**config.mk**
```make
export PLATFORM = sky130hd
export DESIGN_NAME = uart_line_and_frame_receiver_core
export DESIGN_NICKNAME = d
export VERILOG_FILES = /design/src/uflr_pkg.sv /design/src/uflr_ram.sv /design/src/uflr_ctrl.sv /design/src/uart_line_and_frame_receiver_core.sv
export SDC_FILE = /design/constraint.sdc
export NUM_CORES = 1
export LEC_CHECK = 0
export ABC_AREA = 1
export CORE_AREA = 5 5 256 258
export CTS_CLUSTER_DIAMETER = 50
export DETAILED_ROUTE_END_ITERATION = 16
export DIE_AREA = 0 0 261 263
export DONT_BUFFER_PORTS = 1
export PLACE_DENSITY_LB_ADDON = 0.3
export SYNTH_ARGS = -nofsm -noshare
export SYNTH_HDL_FRONTEND = slang
export SYNTH_HIERARCHICAL = 1
export SYNTH_SLANG_ARGS = --single-unit
```
**constraint.sdc**
```tcl
create_clock -name clk -period 2.7 [get_ports clk]
set_clock_uncertainty 0.05 [all_clocks]
set_input_delay 0.27 -clock clk [delete_from_list [all_inputs] [get_ports clk]]
set_output_delay 0.27 -clock clk [all_outputs]
set_load 0.03 [all_outputs]
```
**src/uflr_pkg.sv**
```systemverilog
// ----------------------------------------------------------------------------
// uflr_pkg
// Shared types and constants of the line and frame receiver.
// ----------------------------------------------------------------------------
package uflr_pkg;

	// buffer geometry
	localparam int BUFFER_DEPTH = 64;
	localparam int IDX_W        = $clog2(BUFFER_DEPTH);
	localparam int CNT_W        = $clog2(BUFFER_DEPTH + 1);

	// special characters
	localparam logic [7:0] CHAR_CR          = 8'h0D;
	localparam logic [7:0] CHAR_LF          = 8'h0A;
	localparam logic [7:0] START_CHAR_RESET = 8'h24;
	localparam logic [7:0] END_CHAR_RESET   = 8'h23;

	// register map indexes
	localparam logic REG_START = 1'b0;
	localparam logic REG_END   = 1'b1;

	// output kinds
	localparam logic KIND_LINE  = 1'b0;
	localparam logic KIND_FRAME = 1'b1;

	typedef enum logic [1:0] {
		FUNC_BYTE  = 2'd0,
		FUNC_LINE  = 2'd1,
		FUNC_FRAME = 2'd2,
		FUNC_IDLE  = 2'd3
	} func_t;

	typedef enum logic [1:0] {
		MODE_IDLE  = 2'd0,
		MODE_LINE  = 2'd1,
		MODE_FRAME = 2'd2
	} mode_t;

	typedef enum logic [1:0] {
		ST_IDLE  = 2'd0,
		ST_RD    = 2'd1,
		ST_LOAD  = 2'd2,
		ST_EMPTY = 2'd3
	} st_t;

	// delimiter configuration
	typedef struct packed {
		logic [7:0] start_char;
		logic [7:0] end_char;
	} cfg_t;

endpackage

```
**src/uflr_ram.sv**
```systemverilog
// ----------------------------------------------------------------------------
// uflr_ram
// Generic single-write, single-read RAM with a registered read port.
// ----------------------------------------------------------------------------
module uflr_ram #(
	parameter int WIDTH = 8,
	parameter int DEPTH = 64
) (
	input  logic                     clk,
	input  logic                     we,
	input  logic [$clog2(DEPTH)-1:0] waddr,
	input  logic [WIDTH-1:0]         wdata,
	input  logic                     re,
	input  logic [$clog2(DEPTH)-1:0] raddr,
	output logic [WIDTH-1:0]         rdata
);

	logic [WIDTH-1:0] mem_q [DEPTH];
	logic [WIDTH-1:0] rdata_q;

	// write port
	always_ff @(posedge clk) begin
		if (we) begin
			mem_q[waddr] <= wdata;
		end
	end

	// registered read, holds between reads
	always_ff @(posedge clk) begin
		if (re) begin
			rdata_q <= mem_q[raddr];
		end
	end

	assign rdata = rdata_q;

endmodule

```
**src/uflr_ctrl.sv**
```systemverilog
// ----------------------------------------------------------------------------
// uflr_ctrl
// Capture control, buffer sequencer and output register of the receiver.
// ----------------------------------------------------------------------------
module uflr_ctrl
	import uflr_pkg::*;
(
	input  logic             clk,
	input  logic             arst_n,
	input  cfg_t             cfg,
	// input stream
	input  logic             s_tvalid,
	output logic             s_tready,
	input  logic [7:0]       s_tdata,   // [7:0] data_byte
	input  logic [1:0]       s_tuser,   // [1:0] func
	// output stream
	output logic             m_tvalid,
	input  logic             m_tready,
	output logic [7:0]       m_tdata,   // [7:0] out_byte
	output logic             m_tlast,
	output logic [1:0]       m_tuser,   // [0] kind, [1] empty_res
	// buffer ram
	output logic             ram_we,
	output logic [IDX_W-1:0] ram_waddr,
	output logic [7:0]       ram_wdata,
	output logic             ram_re,
	output logic [IDX_W-1:0] ram_raddr,
	input  logic [7:0]       ram_rdata
);

	st_t              state_q, state_d;
	mode_t            mode_q, mode_d;
	logic             cr_q, cr_d;
	logic             in_frame_q, in_frame_d;
	logic [CNT_W-1:0] fill_q, fill_d;

	logic [IDX_W-1:0] rd_idx_q;
	logic [CNT_W-1:0] len_q;
	logic             kind_q;

	logic             m_valid_q;
	logic [7:0]       m_byte_q;
	logic             m_last_q;
	logic             m_kind_q;
	logic             m_empty_q;

	logic             acc;
	func_t            func;
	logic [7:0]       b;
	logic             start_drain;
	logic             drain_kind;
	logic             emit_empty;
	logic             out_free;
	logic             rd_last;
	logic             load_out;
	logic             load_empty;

	assign func     = func_t'(s_tuser);
	assign b        = s_tdata;
	assign s_tready = (state_q == ST_IDLE);
	assign acc      = s_tvalid && s_tready;
	assign out_free = !m_valid_q || m_tready;
	assign rd_last  = (CNT_W'(rd_idx_q) + CNT_W'(1)) == len_q;

	// decode one accepted word against the capture state
	always_comb begin
		mode_d      = mode_q;
		cr_d        = cr_q;
		in_frame_d  = in_frame_q;
		fill_d      = fill_q;
		ram_we      = 1'b0;
		ram_waddr   = fill_q[IDX_W-1:0];
		ram_wdata   = b;
		start_drain = 1'b0;
		drain_kind  = KIND_LINE;
		emit_empty  = 1'b0;
		if (acc) begin
			if (func != FUNC_BYTE) begin
				cr_d       = 1'b0;
				in_frame_d = 1'b0;
				fill_d     = '0;
				unique case (func)
					FUNC_LINE:  mode_d = MODE_LINE;
					FUNC_FRAME: mode_d = MODE_FRAME;
					default:    mode_d = MODE_IDLE;
				endcase
			end else if (mode_q == MODE_LINE) begin
				cr_d = cr_q || (b == CHAR_CR);
				if (cr_d && (b == CHAR_LF)) begin
					start_drain = (fill_q != '0);
					drain_kind  = KIND_LINE;
					cr_d        = 1'b0;
					in_frame_d  = 1'b0;
					fill_d      = '0;
					mode_d      = MODE_IDLE;
				end else if (fill_q < CNT_W'(BUFFER_DEPTH)) begin
					ram_we = 1'b1;
					fill_d = fill_q + CNT_W'(1);
				end
			end else if (mode_q == MODE_FRAME) begin
				priority if (!in_frame_q) begin
					if (b == cfg.start_char) begin
						in_frame_d = 1'b1;
						fill_d     = '0;
					end
				end else if (b == cfg.end_char) begin
					start_drain = (fill_q != '0);
					emit_empty  = (fill_q == '0);
					drain_kind  = KIND_FRAME;
					cr_d        = 1'b0;
					in_frame_d  = 1'b0;
					fill_d      = '0;
				end else if (b == cfg.start_char) begin
					cr_d       = 1'b0;
					in_frame_d = 1'b0;
					fill_d     = '0;
				end else if (fill_q < CNT_W'(BUFFER_DEPTH)) begin
					ram_we = 1'b1;
					fill_d = fill_q + CNT_W'(1);
				end else begin
					cr_d       = 1'b0;
					in_frame_d = 1'b0;
					fill_d     = '0;
				end
			end
		end
	end

	// sequencer next state
	always_comb begin
		state_d = state_q;
		unique case (state_q)
			ST_IDLE: begin
				if (start_drain) begin
					state_d = ST_RD;
				end else if (emit_empty) begin
					state_d = ST_EMPTY;
				end
			end
			ST_RD:    state_d = ST_LOAD;
			ST_LOAD: begin
				if (out_free) begin
					state_d = rd_last ? ST_IDLE : ST_RD;
				end
			end
			ST_EMPTY: begin
				if (out_free) begin
					state_d = ST_IDLE;
				end
			end
			default:  state_d = ST_IDLE;
		endcase
	end

	// sequencer outputs
	always_comb begin
		ram_re     = (state_q == ST_RD);
		ram_raddr  = rd_idx_q;
		load_out   = (state_q == ST_LOAD) && out_free;
		load_empty = (state_q == ST_EMPTY) && out_free;
	end

	// control state
	always_ff @(posedge clk or negedge arst_n) begin
		if (!arst_n) begin
			state_q    <= ST_IDLE;
			mode_q     <= MODE_IDLE;
			cr_q       <= 1'b0;
			in_frame_q <= 1'b0;
			fill_q     <= '0;
			m_valid_q  <= 1'b0;
		end else begin
			state_q    <= state_d;
			mode_q     <= mode_d;
			cr_q       <= cr_d;
			in_frame_q <= in_frame_d;
			fill_q     <= fill_d;
			if (load_out || load_empty) begin
				m_valid_q <= 1'b1;
			end else if (m_tready) begin
				m_valid_q <= 1'b0;
			end
		end
	end

	// drain pointer and release length
	always_ff @(posedge clk) begin
		if (start_drain) begin
			rd_idx_q <= '0;
			len_q    <= fill_q;
			kind_q   <= drain_kind;
		end else if (load_out) begin
			rd_idx_q <= rd_idx_q + IDX_W'(1);
		end
	end

	// output word register
	always_ff @(posedge clk) begin
		if (load_out) begin
			m_byte_q  <= ram_rdata;
			m_last_q  <= rd_last;
			m_kind_q  <= kind_q;
			m_empty_q <= 1'b0;
		end else if (load_empty) begin
			m_byte_q  <= 8'h00;
			m_last_q  <= 1'b1;
			m_kind_q  <= KIND_FRAME;
			m_empty_q <= 1'b1;
		end
	end

	assign m_tvalid = m_valid_q;
	assign m_tdata  = m_byte_q;
	assign m_tlast  = m_last_q;
	assign m_tuser  = {m_empty_q, m_kind_q};

	// buffer never holds more than its depth
	a_fill_bound: assert property (@(posedge clk) disable iff (!arst_n)
		fill_q <= CNT_W'(BUFFER_DEPTH))
		else $error("fill count beyond buffer depth");

	// no buffer write while a release is draining
	a_no_write_in_drain: assert property (@(posedge clk) disable iff (!arst_n)
		(state_q != ST_IDLE) |-> !ram_we)
		else $error("buffer write during drain");

	// a mode command empties the capture
	a_cmd_clears: assert property (@(posedge clk) disable iff (!arst_n)
		(acc && (func != FUNC_BYTE)) |=> (fill_q == '0) && !cr_q && !in_frame_q)
		else $error("mode command left capture state");

	// an empty-frame word is a lone final frame word with zero data
	a_empty_word: assert property (@(posedge clk) disable iff (!arst_n)
		(m_valid_q && m_empty_q) |-> (m_last_q && m_kind_q && (m_byte_q == 8'h00)))
		else $error("malformed empty-frame word");

endmodule

```
**src/uart_line_and_frame_receiver_core.sv**
```systemverilog
// ----------------------------------------------------------------------------
// uart_line_and_frame_receiver_core
// Reply-line and delimited-frame receiver with a byte buffer and APB setup.
// ----------------------------------------------------------------------------
// Throughput: one input word per cycle while no release is running.
// A release passes each buffered byte through the buffer read port (read,
// then load the output register); input is held off meanwhile.
// Reset: control state clears at once, delimiters return to '$' and '#';
// buffer contents are not cleared, entries are read only after being written.
module uart_line_and_frame_receiver_core
	import uflr_pkg::*;
(
	input  logic        clk,
	input  logic        arst_n,
	// configuration
	input  logic        psel,
	input  logic        penable,
	input  logic        pwrite,
	input  logic [2:0]  paddr,
	input  logic [31:0] pwdata,
	output logic [31:0] prdata,
	output logic        pready,
	// input stream
	input  logic        s_tvalid,
	output logic        s_tready,
	input  logic [7:0]  s_tdata,   // [7:0] data_byte
	input  logic [1:0]  s_tuser,   // [1:0] func
	// output stream
	output logic        m_tvalid,
	input  logic        m_tready,
	output logic [7:0]  m_tdata,   // [7:0] out_byte
	output logic        m_tlast,
	output logic [1:0]  m_tuser    // [0] kind, [1] empty_res
);

	cfg_t             cfg_q;
	logic             cfg_wr;
	logic             ram_we;
	logic [IDX_W-1:0] ram_waddr;
	logic [7:0]       ram_wdata;
	logic             ram_re;
	logic [IDX_W-1:0] ram_raddr;
	logic [7:0]       ram_rdata;

	assign pready = 1'b1;
	assign cfg_wr = psel && penable && pwrite && pready;

	// delimiter registers
	always_ff @(posedge clk or negedge arst_n) begin
		if (!arst_n) begin
			cfg_q.start_char <= START_CHAR_RESET;
			cfg_q.end_char   <= END_CHAR_RESET;
		end else if (cfg_wr) begin
			unique case (paddr[2])
				REG_START: cfg_q.start_char <= pwdata[7:0];
				REG_END:   cfg_q.end_char   <= pwdata[7:0];
				default:   ;
			endcase
		end
	end

	// register readback
	always_comb begin
		unique case (paddr[2])
			REG_START: prdata = {24'h0, cfg_q.start_char};
			REG_END:   prdata = {24'h0, cfg_q.end_char};
			default:   prdata = 32'h0;
		endcase
	end

	uflr_ctrl u_ctrl (
		.clk       (clk),
		.arst_n    (arst_n),
		.cfg       (cfg_q),
		.s_tvalid  (s_tvalid),
		.s_tready  (s_tready),
		.s_tdata   (s_tdata),
		.s_tuser   (s_tuser),
		.m_tvalid  (m_tvalid),
		.m_tready  (m_tready),
		.m_tdata   (m_tdata),
		.m_tlast   (m_tlast),
		.m_tuser   (m_tuser),
		.ram_we    (ram_we),
		.ram_waddr (ram_waddr),
		.ram_wdata (ram_wdata),
		.ram_re    (ram_re),
		.ram_raddr (ram_raddr),
		.ram_rdata (ram_rdata)
	);

	uflr_ram #(
		.WIDTH (8),
		.DEPTH (BUFFER_DEPTH)
	) u_buf (
		.clk   (clk),
		.we    (ram_we),
		.waddr (ram_waddr),
		.wdata (ram_wdata),
		.re    (ram_re),
		.raddr (ram_raddr),
		.rdata (ram_rdata)
	);

endmodule
```
==> impl_results.rst <==
.. list-table::
   :header-rows: 1

   * - Metric
     - Value
   * - Post-DR vias/cell
     - 5.08
   * - Pwr/cell area
     - 919 nW/µm²
   * - Worst R2R Start
     - cfg_q[1]
   * - Cell types with the largest area share after synthesis
     - edfxtp_1 65%, nand2_1 12%, nand3_1 9.5%
   * - Finish-stage setup viols
     - 0
   * - IO Pins
     - 98
   * - Clock root buffer master
     - clkbuf_16
   * - Initial core utilization
     - 0.398
   * - Global routing usage on met3
     - 0.0283
   * - CORE AREA
     - 62,700 µm²
   * - Endpoint kind of the worst setup timing path
     - flop
   * - Maximum capacitance violations
     - 0
   * - Worst hold slack
     - 0.00577 ns
   * - Origin of the worst min-delay path
     - s_tdata[6]
   * - Post-Synthesis Cells
     - 2,309
   * - Hold WC Path Type
     - input pin to flop
   * - Number of port buffers
     - 0
   * - First-pass GRT wire length
     - 94,300 µm
   * - Via count of the first global-routing pass
     - 16,200
   * - Most area-hungry cell type in the Yosys netlist
     - edfxtp_1
   * - Cell leakage power
     - 10.7 nW
   * - Startpoint Class
     - flop
   * - Number of placement rows
     - 92
   * - Number of unique standard cell types used by synthesis
     - 43
   * - Overflow after GRT
     - 0
   * - Clock H-tree levels
     - 2
   * - Arrival @ worst endpoint
     - 2.89 ns
   * - Met2 Use GR
     - 0.289
   * - Growth of design area from synthesis to finish
     - 15.0%
   * - Largest net degree at the start of global routing
     - 78
   * - Detailed-router iteration count before antenna repair
     - 5
   * - Vias
     - 16,700
   * - Synthesis warning total
     - 6
   * - Total design power
     - 26.4 mW
   * - Slew HR
     - 0.264
   * - TritonCTS Buffers
     - 58
   * - Slowest stage delay, CP
     - 0.53 ns
   * - Post-Route Setup TNS
     - 0 ns
   * - Post-detail-place hpwl
     - 36,700 µm
   * - Final std cell area, no fill
     - 28,700 µm²
   * - Most common cell after layout, fill and taps aside
     - nand2_1
   * - Vertical die dimension
     - 263 µm
   * - Wire per inst
     - 18.6 µm
   * - Weighted congestion reported at the end of routability-driven placement
     - 0.865
   * - Final non-filler cell total
     - 3,283
   * - Clock tree from TritonCTS
     - done
   * - GR peak layer
     - met2
   * - Diodes inserted
     - 0
   * - Clock sink count
     - 575
   * - Cell at the slowest stage of the critical path
     - dfstp_2
   * - Proportion of layout cells with a drive suffix above 1
     - 0.119
   * - Total detailed-routing wirelength
     - 61,100 µm
   * - Starting DRC count in detailed routing
     - 1,418
   * - Dominant cell type by count on the critical path
     - nand2_2
   * - Required arrival time at the worst endpoint
     - 2.96 ns
   * - Run status
     - finished, final reports clean
   * - Post-detailed-route DRC marker count
     - 0
   * - Dpl cell area
     - 26,100 µm²
   * - Pre-CTS worst setup slack
     - -0.0749 ns
   * - Number of nets with antenna violations after routing
     - 0
   * - Clock transition at the registers of the reported paths
     - 0.06 ns
   * - Peak supply drop
     - 0.500 mV
   * - Chip Width
     - 261 µm
   * - Initial antenna violation count
     - 0
   * - Cells along the critical path
     - inv_1 > nand2_1 > nand2_1 > nand2_2 > inv_2 > nand2_2 > nor2_4 > nor2_4 > nand2_2 > nand2_4 > nor3b_4 > buf_6 > buf_4 > nand2_2 > nor2_1 > buf_4
   * - All-layer global routing usage
     - 0.176
   * - Total standard cell area after synthesis
     - 25,000 µm²
   * - Utilization after layout
     - 0.458
   * - RSZ-0062 raised after global routing
     - true
   * - Final clock period utilization by the worst path
     - 0.972
   * - Sequential share of the synthesized area
     - 0.683
   * - Tmin final
     - 2.62 ns
   * - Leading cell types in the layout, fill and taps excluded
     - 819 x nand2_1, 538 x edfxtp_1, 470 x nand3_1
   * - Worst-Skew Late Latency
     - 0.61 ns
   * - Max-slew violation count
     - 0
   * - Start point of the critical path
     - cfg_q[1]
   * - Final-report hold violation count
     - 0
   * - Worst slew pin tran
     - 1.10 ns
   * - Proportion of netlist area held by the largest area contributor
     - 0.647
   * - Die area
     - 68,600 µm²
   * - Flip-flop and latch count after synthesis
     - 575
   * - Mean instance size in the synthesized netlist
     - 10.8 µm²
   * - Met1 global-route usage
     - 0.243
   * - Maximum frequency from static timing analysis
     - 381 MHz
   * - Longest Clk Path Bufs
     - 3
   * - Least setup slack across all paths after layout
     - 0.0766 ns
   * - Number of nets in the final layout
     - 2,445
   * - Fillcell total
     - 5,679
   * - Number of placed instances with taps included
     - 3,124
   * - Max FO, Critical Path
     - 8
   * - Crit Path Class
     - flop to flop
[path summary, 6_finish.rpt]
kind / endpoint / slack (ns) / cells after the start
worst max-delay path: u_buf/mem_q[31][1] / 0.08 / 16
worst min-delay path: u_buf/mem_q[46][6] / 0.006 / 1
worst max register to register: u_buf/mem_q[31][1] / 0.08 / 16
worst min register to register: u_ctrl/cr_q / 0.45 / 2
max in group asynchronous: cfg_q[5] / 2.29 / 2
min in group asynchronous: u_ctrl/fill_q[6] / 0.06 / 2
[kinds of logic after synthesis]
family                     after synthesis  synth area share
xor gates and xnor gates                13           0.00456
and+or+nand+nor                       1453             0.249
DFF                                    575             0.683
buffers and inverters                  242            0.0566
adders and majority gates                4           0.00200
other                                    2          0.000301
AOI/OAI and AO/OA                       20           0.00521
[critical path, delay by kind of cell (launching register included)]
family / cells / cell delay (ns)
AND/OR/NAND/NOR: 11 / 1.16
buffers and inverters: 5 / 0.57
flip-flops: 1 / 0.53
[cell usage after synthesis]
| library cell | number |
|---|---|
| inv_2 | 8 |
| or2_1 | 2 |
| ha_1 | 4 |
| dfxtp_1 | 7 |
| nand3_4 | 1 |
| conb_1 | 2 |
| nand2_1 | 823 |
| xnor2_1 | 7 |
| buf_2 | 53 |
| nand3_1 | 472 |
| nor3_1 | 12 |
| buf_1 | 11 |
| nand3_2 | 6 |
| clkinv_2 | 1 |
| edfxtp_1 | 538 |
| nand2_2 | 2 |
| buf_8 | 2 |
| nor2_2 | 4 |
| or2_2 | 1 |
| dfstp_2 | 5 |
| nand4_1 | 8 |
| nor2_4 | 3 |
| nor2_1 | 111 |
| a21oi_2 | 1 |
| o31ai_1 | 1 |
| clkbuf_1 | 7 |
| nand3b_1 | 5 |
| nand4_2 | 1 |
| o21ai_1 | 1 |
| buf_6 | 23 |
| dfrtp_1 | 25 |
| clkinv_1 | 1 |
| xor2_1 | 6 |
| o21ai_2 | 5 |
| buf_12 | 1 |
| buf_4 | 60 |
| nand2_4 | 1 |
| o21bai_1 | 2 |
| inv_1 | 74 |
| o21ai_0 | 3 |
| nor3b_1 | 1 |
| a21oi_1 | 7 |
| inv_4 | 1 |
[flip-flops by register name, summed over array words and instances, names as in the netlist]
signal	count
u_ctrl/m_tvalid	1
u_ctrl/len_q	7
u_ctrl/state_q	2
u_buf/rdata	8
u_ctrl/m_empty_q	1
u_ctrl/m_tlast	1
u_ctrl/kind_q	1
u_ctrl/ram_raddr	6
u_ctrl/m_tdata	8
u_ctrl/in_frame_q	1
u_ctrl/cr_q	1
cfg_q	16
u_buf/mem_q	512
u_ctrl/fill_q	7
u_ctrl/mode_q	2
u_ctrl/m_kind_q	1
[repair_timing]
| item | CTS | global route |
|---|---|---|
| gates cloned | 1 | 0 |
| endpoints found under the hold margin | 566 | 128 |
| gates resized for setup | 23 | 25 |
| setup endpoints to repair | 302 | 504 |
| buffers inserted | 8 | 5 |
| hold buffers | 35 | 2 |
| pin swaps | 14 | 10 |
[layer usage]
metal,wire [µm],vias to the layer above,part of all wire
li1,-,7998,-
met1,26000,8015,0.43
met4,1640,0,0.027
met2,29400,561,0.48
met5,0,-,0
met3,4080,119,0.067
[area by class of cell]
type	instances	area [µm²]	share of cell area
multi-input combinational	1515	6780	0.236
sequential	575	17100	0.594
clock inverter	27	245	0.00853
inverter	85	328	0.0114
tap	846	1060	0.0368
clock buffer	81	1600	0.0556
timing repair buffer	154	1660	0.0579
[power by group]
part | switching (mW) | internal [mW]
sequential | 0.386 | 10.1
clock | 3.27 | 4.51
combinational | 5.76 | 2.37
(Power assumes the default switching activity.)
